File: src/hw/rtl/scfr_pkg.sv
`timescale 1ns / 1ps
`default_nettype none

package scfr_pkg;

	// Largest parameter count a command may announce
	localparam int MAX_PARAMS = 16;

	// Job queue between front and back
	localparam int QDEPTH = 4;
	localparam int QPTR_W = $clog2(QDEPTH);

	// Byte positions inside a command frame
	localparam logic [2:0] IDX_HDR0 = 3'd0;
	localparam logic [2:0] IDX_HDR1 = 3'd1;
	localparam logic [2:0] IDX_ID   = 3'd2;
	localparam logic [2:0] IDX_LEN  = 3'd3;
	localparam logic [2:0] IDX_INS  = 3'd4;
	localparam logic [2:0] IDX_ADDR = 3'd5;
	localparam logic [2:0] IDX_CSUM = 3'd6;

	localparam logic KIND_CMD   = 1'b0;
	localparam logic KIND_PARAM = 1'b1;

	typedef enum logic [1:0] {
		ST_OK    = 2'd0,
		ST_OVER  = 2'd1,
		ST_ORDER = 2'd2
	} status_t;

	typedef enum logic [1:0] {
		JOB_CMD   = 2'd0,
		JOB_PARAM = 2'd1,
		JOB_ERR   = 2'd2
	} job_kind_t;

	// One classified item: everything the back end needs to emit its bytes
	typedef struct packed {
		job_kind_t  jtype;
		logic [7:0] b0;
		logic [7:0] b1;
		logic [7:0] b2;
		logic [7:0] b3;
		logic [7:0] hdr;
		logic [7:0] csum;
		logic       with_csum;
		status_t    status;
	} job_t;

endpackage

`default_nettype wire

File: src/hw/rtl/scfr_item_if.sv
`timescale 1ns / 1ps
`default_nettype none

interface scfr_item_if;
	logic       valid;
	logic       ready;
	logic       kind;
	logic [7:0] device_id;
	logic [7:0] instruction_code;
	logic [7:0] register_address;
	logic [4:0] param_count;
	logic [7:0] param_byte;

	modport source (output valid, kind, device_id, instruction_code, register_address,
		param_count, param_byte, input ready);
	modport sink (input valid, kind, device_id, instruction_code, register_address,
		param_count, param_byte, output ready);
endinterface

`default_nettype wire

File: src/hw/rtl/scfr_byte_if.sv
`timescale 1ns / 1ps
`default_nettype none

interface scfr_byte_if;
	logic       valid;
	logic       ready;
	logic [7:0] out_byte;
	logic       frame_end;
	logic [1:0] status;

	modport source (output valid, out_byte, frame_end, status, input ready);
	modport sink (input valid, out_byte, frame_end, status, output ready);
endinterface

`default_nettype wire

File: src/hw/rtl/scfr_cfg_if.sv
`timescale 1ns / 1ps
`default_nettype none

interface scfr_cfg_if;
	logic       valid;
	logic       ready;
	logic [7:0] header_byte;

	modport source (output valid, header_byte, input ready);
	modport sink (input valid, header_byte, output ready);
endinterface

`default_nettype wire

File: src/hw/rtl/scfr_front.sv
`timescale 1ns / 1ps
`default_nettype none

module scfr_front
	import scfr_pkg::*;
(
	input  wire logic   clk,
	input  wire logic   arst_n,
	scfr_item_if.sink   item,
	scfr_cfg_if.sink    cfg,
	output logic        push_valid,
	output job_t        push_job,
	input  wire logic   push_ready
);

	logic       awaiting_q;
	logic [4:0] left_q;
	logic [7:0] sum_q;
	logic [7:0] hdr_q;

	logic       awaiting_d;
	logic [4:0] left_d;
	logic [7:0] sum_d;
	logic [7:0] len;
	logic [7:0] cmd_sum;
	logic [7:0] par_sum;
	logic       accept;

	assign cfg.ready  = 1'b1;
	assign item.ready = push_ready;
	assign push_valid = item.valid;
	assign accept     = item.valid & push_ready;

	assign len     = {3'b000, item.param_count} + 8'd3;
	assign cmd_sum = item.device_id + len + item.instruction_code + item.register_address;
	assign par_sum = sum_q + item.param_byte;

	always_comb begin
		push_job           = '0;
		push_job.jtype     = JOB_ERR;
		push_job.status    = ST_ORDER;
		push_job.hdr       = hdr_q;
		awaiting_d         = awaiting_q;
		left_d             = left_q;
		sum_d              = sum_q;
		if (item.kind == KIND_CMD) begin
			if (awaiting_q) begin
				// abandon the open frame
				awaiting_d = 1'b0;
				left_d     = '0;
				sum_d      = '0;
			end else if (item.param_count > 5'(MAX_PARAMS)) begin
				push_job.status = ST_OVER;
			end else begin
				push_job.jtype  = JOB_CMD;
				push_job.status = ST_OK;
				push_job.b0     = item.device_id;
				push_job.b1     = len;
				push_job.b2     = item.instruction_code;
				push_job.b3     = item.register_address;
				push_job.csum   = ~cmd_sum;
				if (item.param_count == '0) begin
					push_job.with_csum = 1'b1;
				end else begin
					awaiting_d = 1'b1;
					left_d     = item.param_count;
					sum_d      = cmd_sum;
				end
			end
		end else if (awaiting_q && left_q != '0) begin
			push_job.jtype  = JOB_PARAM;
			push_job.status = ST_OK;
			push_job.b0     = item.param_byte;
			push_job.csum   = ~par_sum;
			left_d          = left_q - 5'd1;
			sum_d           = par_sum;
			if (left_q == 5'd1) begin
				push_job.with_csum = 1'b1;
				awaiting_d         = 1'b0;
				sum_d              = '0;
			end
		end
	end

	always_ff @(posedge clk or negedge arst_n) begin
		if (!arst_n) begin
			awaiting_q <= 1'b0;
			left_q     <= '0;
			sum_q      <= '0;
			hdr_q      <= 8'hFF;
		end else begin
			if (cfg.valid) begin
				hdr_q <= cfg.header_byte;
			end
			if (accept) begin
				awaiting_q <= awaiting_d;
				left_q     <= left_d;
				sum_q      <= sum_d;
			end
		end
	end

endmodule

`default_nettype wire

File: src/hw/rtl/scfr_queue.sv
`timescale 1ns / 1ps
`default_nettype none

module scfr_queue
	import scfr_pkg::*;
(
	input  wire logic   clk,
	input  wire logic   arst_n,
	input  wire logic   push_valid,
	input  wire job_t   push_job,
	output logic        push_ready,
	output logic        pop_valid,
	output job_t        pop_job,
	input  wire logic   pop_ready
);

	job_t              mem_q [QDEPTH];
	logic [QPTR_W-1:0] wr_q;
	logic [QPTR_W-1:0] rd_q;
	logic [QPTR_W:0]   cnt_q;
	logic              do_push;
	logic              do_pop;

	assign push_ready = (cnt_q != (QPTR_W+1)'(QDEPTH));
	assign pop_valid  = (cnt_q != '0);
	assign pop_job    = mem_q[rd_q];
	assign do_push    = push_valid & push_ready;
	assign do_pop     = pop_valid & pop_ready;

	always_ff @(posedge clk) begin
		if (do_push) begin
			mem_q[wr_q] <= push_job;
		end
	end

	always_ff @(posedge clk or negedge arst_n) begin
		if (!arst_n) begin
			wr_q  <= '0;
			rd_q  <= '0;
			cnt_q <= '0;
		end else begin
			if (do_push) begin
				wr_q <= wr_q + 1'b1;
			end
			if (do_pop) begin
				rd_q <= rd_q + 1'b1;
			end
			unique case ({do_push, do_pop})
				2'b10:   cnt_q <= cnt_q + 1'b1;
				2'b01:   cnt_q <= cnt_q - 1'b1;
				default: cnt_q <= cnt_q;
			endcase
		end
	end

endmodule

`default_nettype wire

File: src/hw/rtl/scfr_back.sv
`timescale 1ns / 1ps
`default_nettype none

module scfr_back
	import scfr_pkg::*;
(
	input  wire logic   clk,
	input  wire logic   arst_n,
	input  wire logic   pop_valid,
	input  wire job_t   pop_job,
	output logic        pop_ready,
	scfr_byte_if.source frame
);

	logic [2:0] idx_q;
	logic       out_valid_q;
	logic [7:0] out_byte_q;
	logic       out_end_q;
	status_t    out_status_q;

	logic [7:0] byte_d;
	logic       end_d;
	status_t    status_d;
	logic       last;
	logic       load;

	assign load      = !out_valid_q || frame.ready;
	assign pop_ready = pop_valid & load & last;

	assign frame.valid     = out_valid_q;
	assign frame.out_byte  = out_byte_q;
	assign frame.frame_end = out_end_q;
	assign frame.status    = out_status_q;

	// Pick the byte at the current position of the job at the queue head
	always_comb begin
		byte_d   = '0;
		end_d    = 1'b0;
		status_d = ST_OK;
		last     = 1'b1;
		unique case (pop_job.jtype)
			JOB_CMD: begin
				last = pop_job.with_csum ? (idx_q == IDX_CSUM) : (idx_q == IDX_ADDR);
				unique case (idx_q)
					IDX_HDR0, IDX_HDR1: byte_d = pop_job.hdr;
					IDX_ID:             byte_d = pop_job.b0;
					IDX_LEN:            byte_d = pop_job.b1;
					IDX_INS:            byte_d = pop_job.b2;
					IDX_ADDR:           byte_d = pop_job.b3;
					default: begin
						byte_d = pop_job.csum;
						end_d  = 1'b1;
					end
				endcase
			end
			JOB_PARAM: begin
				if (idx_q == IDX_HDR0) begin
					byte_d = pop_job.b0;
					last   = !pop_job.with_csum;
				end else begin
					byte_d = pop_job.csum;
					end_d  = 1'b1;
				end
			end
			default: begin
				end_d    = 1'b1;
				status_d = pop_job.status;
			end
		endcase
	end

	always_ff @(posedge clk or negedge arst_n) begin
		if (!arst_n) begin
			idx_q       <= '0;
			out_valid_q <= 1'b0;
		end else if (load) begin
			out_valid_q <= pop_valid;
			if (pop_valid) begin
				idx_q <= last ? 3'd0 : idx_q + 3'd1;
			end
		end
	end

	always_ff @(posedge clk) begin
		if (load && pop_valid) begin
			out_byte_q   <= byte_d;
			out_end_q    <= end_d;
			out_status_q <= status_d;
		end
	end

	// Job stays at the queue head until its last byte is loaded
	a_job_held: assert property (@(posedge clk) disable iff (!arst_n)
		idx_q != 3'd0 |-> pop_valid)
		else $error("byte position advanced with no job at the queue head");

	a_err_shape: assert property (@(posedge clk) disable iff (!arst_n)
		out_valid_q && out_status_q != ST_OK |-> out_end_q && out_byte_q == 8'd0)
		else $error("error transaction without frame end or with nonzero byte");

	a_idx_range: assert property (@(posedge clk) disable iff (!arst_n)
		idx_q <= IDX_CSUM)
		else $error("byte position beyond checksum");

	a_pop_last: assert property (@(posedge clk) disable iff (!arst_n)
		pop_ready |=> idx_q == 3'd0)
		else $error("byte position not rewound after job completed");

endmodule

`default_nettype wire

File: src/hw/rtl/servo_command_packet_framer.sv
`timescale 1ns / 1ps
`default_nettype none

// Servo command frame builder.
// item  : command items (kind 0) open a frame, parameter items (kind 1) add bytes.
// frame : byte stream out; frame_end marks the checksum byte or an error transaction,
//         status gives 0 ok, 1 count over limit, 2 item out of order.
// cfg   : write-only header byte, always ready; write it only while the block is idle.
// A command yields header, header, id, length, instruction, address (six bytes), plus
// the checksum when it announces no parameters. A parameter yields its byte, plus the
// checksum after the last one. Errors yield one byte 0 with frame_end set.
// The front classifies one item per cycle into a four-entry job queue; the back end
// expands jobs into one byte per cycle through a registered output stage. With the queue
// empty, the first byte of an item is written into the queue and then loaded into the
// output register before it is valid on frame. The output port sustains one byte per
// cycle while frame is ready; item takes one transaction per cycle until the queue
// fills, which a command (six or seven output bytes) does when items keep coming.
// A stall on frame holds the output byte and backs up into the queue, then into item.
// Reset empties the queue and output stage, closes any open frame and sets the header
// byte to 0xFF.
module servo_command_packet_framer
	import scfr_pkg::*;
(
	input  wire logic   clk,
	input  wire logic   arst_n,
	scfr_item_if.sink   item,
	scfr_cfg_if.sink    cfg,
	scfr_byte_if.source frame
);

	logic push_valid;
	logic push_ready;
	job_t push_job;
	logic pop_valid;
	logic pop_ready;
	job_t pop_job;

	scfr_front u_front (
		.clk        (clk),
		.arst_n     (arst_n),
		.item       (item),
		.cfg        (cfg),
		.push_valid (push_valid),
		.push_job   (push_job),
		.push_ready (push_ready)
	);

	scfr_queue u_queue (
		.clk        (clk),
		.arst_n     (arst_n),
		.push_valid (push_valid),
		.push_job   (push_job),
		.push_ready (push_ready),
		.pop_valid  (pop_valid),
		.pop_job    (pop_job),
		.pop_ready  (pop_ready)
	);

	scfr_back u_back (
		.clk       (clk),
		.arst_n    (arst_n),
		.pop_valid (pop_valid),
		.pop_job   (pop_job),
		.pop_ready (pop_ready),
		.frame     (frame)
	);

endmodule

`default_nettype wire
File: src/flat_wrapper.sv
// flat-port wrapper written by rule: the top's interface ports become plain ports
module servo_command_packet_framer_flat import scfr_pkg::*;
  (clk, arst_n, item_valid, item_kind, item_device_id, item_instruction_code, item_register_address, item_param_count, item_param_byte, item_ready, cfg_valid, cfg_header_byte, cfg_ready, frame_valid, frame_out_byte, frame_frame_end, frame_status, frame_ready);
  scfr_item_if item_i ();
  scfr_cfg_if cfg_i ();
  scfr_byte_if frame_i ();
  input  wire logic clk;
  input  wire logic arst_n;
  input wire logic [$bits(item_i.valid)-1:0] item_valid;
  input wire logic [$bits(item_i.kind)-1:0] item_kind;
  input wire logic [$bits(item_i.device_id)-1:0] item_device_id;
  input wire logic [$bits(item_i.instruction_code)-1:0] item_instruction_code;
  input wire logic [$bits(item_i.register_address)-1:0] item_register_address;
  input wire logic [$bits(item_i.param_count)-1:0] item_param_count;
  input wire logic [$bits(item_i.param_byte)-1:0] item_param_byte;
  output wire logic [$bits(item_i.ready)-1:0] item_ready;
  input wire logic [$bits(cfg_i.valid)-1:0] cfg_valid;
  input wire logic [$bits(cfg_i.header_byte)-1:0] cfg_header_byte;
  output wire logic [$bits(cfg_i.ready)-1:0] cfg_ready;
  output wire logic [$bits(frame_i.valid)-1:0] frame_valid;
  output wire logic [$bits(frame_i.out_byte)-1:0] frame_out_byte;
  output wire logic [$bits(frame_i.frame_end)-1:0] frame_frame_end;
  output wire logic [$bits(frame_i.status)-1:0] frame_status;
  input wire logic [$bits(frame_i.ready)-1:0] frame_ready;
  assign item_i.valid = item_valid;
  assign item_i.kind = item_kind;
  assign item_i.device_id = item_device_id;
  assign item_i.instruction_code = item_instruction_code;
  assign item_i.register_address = item_register_address;
  assign item_i.param_count = item_param_count;
  assign item_i.param_byte = item_param_byte;
  assign item_ready = item_i.ready;
  assign cfg_i.valid = cfg_valid;
  assign cfg_i.header_byte = cfg_header_byte;
  assign cfg_ready = cfg_i.ready;
  assign frame_valid = frame_i.valid;
  assign frame_out_byte = frame_i.out_byte;
  assign frame_frame_end = frame_i.frame_end;
  assign frame_status = frame_i.status;
  assign frame_i.ready = frame_ready;
  servo_command_packet_framer u_core (.clk(clk), .arst_n(arst_n), .item(item_i), .cfg(cfg_i), .frame(frame_i));
endmodule
File: config.mk
export PLATFORM = sky130hd
export DESIGN_NAME = servo_command_packet_framer_flat
export DESIGN_NICKNAME = d
export VERILOG_FILES = /design/src/hw/rtl/scfr_pkg.sv /design/src/hw/rtl/scfr_item_if.sv /design/src/hw/rtl/scfr_byte_if.sv /design/src/hw/rtl/scfr_cfg_if.sv /design/src/hw/rtl/scfr_front.sv /design/src/hw/rtl/scfr_queue.sv /design/src/hw/rtl/scfr_back.sv /design/src/hw/rtl/servo_command_packet_framer.sv /design/src/flat_wrapper.sv
export SDC_FILE = /design/constraint.sdc
export NUM_CORES = 1
export LEC_CHECK = 0
export ABC_AREA = 1
export BUFFER_PORTS_ARGS = -buffer_cell sky130_fd_sc_hd__buf_2
export CAP_MARGIN = 20
export CORE_ASPECT_RATIO = 0.8
export CORE_MARGIN = 4
export CORE_UTILIZATION = 40
export DETAILED_ROUTE_END_ITERATION = 12
export GPL_TIMING_DRIVEN = 0
export SYNTH_ARGS = -nofsm -noshare
export SYNTH_HDL_FRONTEND = slang
export SYNTH_SLANG_ARGS = --single-unit
File: constraint.sdc
create_clock -name clk -period 3.3 [get_ports clk]
set_input_delay 0.165 -clock clk [delete_from_list [all_inputs] [get_ports clk]]
set_output_delay 0.165 -clock clk [all_outputs]
set_load 0.05 [all_outputs]
==> flow_summary.yaml <==
status:
  status: "finished, final reports clean"
detailed_routing:
  wl_per_cell_um: 19.2
  viasPerCell: 5.18
  vias: 8357
  drtPass1Iterations: 5
  drt-initial-drc-count: 722
  antenna_left: 0
  drt_wl_total_um: 31000
  drc_errors: 0
cts:
  clk_pin_slew_ns: 0.07
  clock-sinks: 248
  cts-root-buf: "clkbuf_16"
  htree_levels: 1
  cts_max_path_buffers: 3
  cts_tree: "yes"
  worst_skew_pair.late_latency_ns: 0.53
  numCtsBuffers: 25
die:
  pin_count: 65
  core_area_um2: 28600
  start_util_pct: 41.1
  chipHeight_um: 161
  dieWidth_um: 199
  rows: 55
  dieArea_um2: 32100
pwr:
  p_per_area_nw_per_um2: 936
  peakVddDrop_v: 0.000488
  leakage_nw: 5.63
final_layout:
  layout_common_cells: "nand2_1 (266), edfxtp_1 (215), nor2_1 (119)"
  layout.cells.non_filler: 1613
  layout_commonest_cell: "nand2_1"
  n_antenna_cell: 0
  final_util_pct: 47.8
  area_delta_synth_final_pct: 16.5
  fin_nets: 1320
  drive_above_1_share_pct: 14.2
synth:
  ys_seq_elements: 248
  synth_cell_types: 38
  synth_edf_count: 215
  synth_warnings: 0
  yosysTopAreaCellShare_pct: 55.1
  synth_area_per_cell_um2: 10.5
  synthTopCellsByArea: "edfxtp_1 (55%), nand2_1 (8.5%), dfrtp_1 (5.3%)"
  ys_seq_area_share_pct: 62.2
  synth_nets: 1212
  yosys.area.top_type: "edfxtp_1"
  syn_inst: 1116
  synth_top_flop_cell: "edfxtp_1"
  synth-async-reset-ratio_pct: 13.3
  synth_area_um2: 11700
setup_path:
  worstSetupEndpointType: "flip-flop"
  cp-start-kind: "primary input"
  rrSetupSlack_ns: 0.61
  worstPathMaxFanout: 4
  worstSetupPathType: "primary input to flip-flop"
  r2r-start: "u_core.u_queue.rd_q[0]"
  critical_path_arrival_ns: 3.26
  worst_r2r_path_depth: 16
  reg2reg_to: "u_core.u_queue.cnt_q[2]"
  critical_path_required_ns: 3.59
timing:
  worst_pin_slew_ns: 0.904
  setup_viol: 0
  hold-worst-slack_ns: 0.0349
  min_period_ns: 2.96
  clock_skew_ns: 0.0270
  rsz0062_at_grt: "false"
  fmax_mhz: 337
  layout_setup_ws_ns: 0.337
  slew_violations: 0
  fin_crit_sh_pct: 89.8
  finalHoldViolCount: 0
  slew-limit-headroom_pct: 39.7
worst_hold_path:
  hold_end: "u_core.u_front.left_q[4]"
  hp-start: "item_param_count[4]"
  hold_path.class: "primary input to flip-flop"
  hold_depth: 3
global_route:
  grt-ovfl-total: 0
  grt_usage_pct: 19.2
  grt_pass1_wl_um: 47300
  antenna_found_initial: 0
  grt_pass1_vias: 8013
  grt_start_max_net_pins: 34
place:
  dp_hpwl_um: 22400
  dp.cells: 1555
  place.gp.congestion: 0.904
  pre_cts_ws_ns: -0.667
  portBuffers: 62
flow_run:
  max_cap_violations: 0
==> flip-flops by register name, summed over array words and instances (netlist names), 2 cells and up <==
signal                        flops
u_core.u_back.frame.status        2
u_core.u_queue.cnt_q              3
u_core.u_front.left_q             5
u_core.u_front.sum_q              8
u_core.u_queue.mem_q            204
u_core.u_back.frame.out_byte      8
u_core.u_queue.wr_q               2
u_core.u_back.idx_q               3
u_core.u_front.hdr_q              8
u_core.u_queue.rd_q               2
==> critical path: stages <==
cell     delay [ns]
buf_2          0.10
inv_1          0.11
ha_1           0.23
or2_2          0.31
nor2_1         0.12
xor2_1         0.35
fa_1           0.50
inv_1          0.07
ha_1           0.27
nand2_1        0.09
nand2_1        0.06
nand2_1        0.05
nand2_1        0.04
nor2_1         0.13
nand3_1        0.11
and2_1         0.19
o21ai_2        0.35
==> through the flow <==
stage	total power, mW	setup TNS [ns]	instance area (um2)
after CTS	12.8	0	13600
final	12.8	0	13700
after global placement	9.73	-354.26	12500
after floorplan	8.12	-77.21	11700
after global routing	13.6	0	13700
after detailed placement	9.89	-3.17	12700
==> power by group <==
| group | internal [mW] | switching, mW | total, mW |
|---|---|---|---|
| combinational | 1.57 | 3.71 | 5.28 |
| sequential | 4.39 | 0.235 | 4.62 |
| clock | 1.71 | 1.17 | 2.89 |
==> metal layers <==
| metal | vias up | share of wire, % | track usage [%] |
|---|---|---|---|
| li1 | 4022 | - | - |
| met1 | 3920 | 47 | 30.4 |
| met2 | 352 | 41 | 27.3 |
| met3 | 63 | 8.6 | 2.96 |
| met4 | 0 | 3.1 | 5.80 |
| met5 | - | 0 | 0 |
==> cells by family after synthesis <==
group	synth area share, %
simple gates	17.8
flops	62.2
compound gates	7.23
buf+inv	5.13
fa+ha+maj	5.76
xor+xnor	1.12
mux	0.768
other cells	0.0320
==> area by class of cell <==
class | instances | area, um2
Timing Repair Buffer | 81 | 602
Tap cell | 370 | 463
Clock buffer | 30 | 644
Inverter | 98 | 368
Fill cell | 2564 | 14900
Sequential cell | 248 | 7290
Buffer | 44 | 234
Multi-Input combinational cell | 726 | 3870
Clock inverter | 16 | 189
==> cell usage after synthesis (17+ instances only) <==
master    number
buf_2         19
inv_1         94
nand3_1       88
edfxtp_1     215
o21ai_1       17
o22ai_1       25
ha_1          30
a21oi_1       28
nand2_1      266
nor2_1       123
dfrtp_1       25
o21ai_0       59
==> worst max-delay path by stage <==
| stage | start | endpoint | slack (ns) | depth (start not counted) |
|---|---|---|---|---|
| floorplan | u_core.u_queue.cnt_q[1] | u_core.u_queue.mem_q[0][0] | -0.38 | 4 |
| finish | item_param_count[0] | u_core.u_queue.mem_q[3][10] | 0.34 | 17 |
| global placement | u_core.u_queue.cnt_q[0] | u_core.u_queue.mem_q[3][19] | -1.80 | 4 |
| CTS | item_param_count[0] | u_core.u_queue.mem_q[0][10] | 0.20 | 17 |
| detailed placement | item_param_count[0] | u_core.u_queue.mem_q[3][10] | -0.67 | 17 |
| global route | item_param_count[0] | u_core.u_queue.mem_q[0][10] | 0.17 | 17 |
==> what timing repair did <==
item,CTS,global route
endpoints found under the setup margin,4,4
endpoints found under the hold margin,36,0
cloned,0,0
setup buffers,0,0
resized for setup,1,1
hold buffers,11,0
Note: power is estimated with default switching activity, not from simulation.
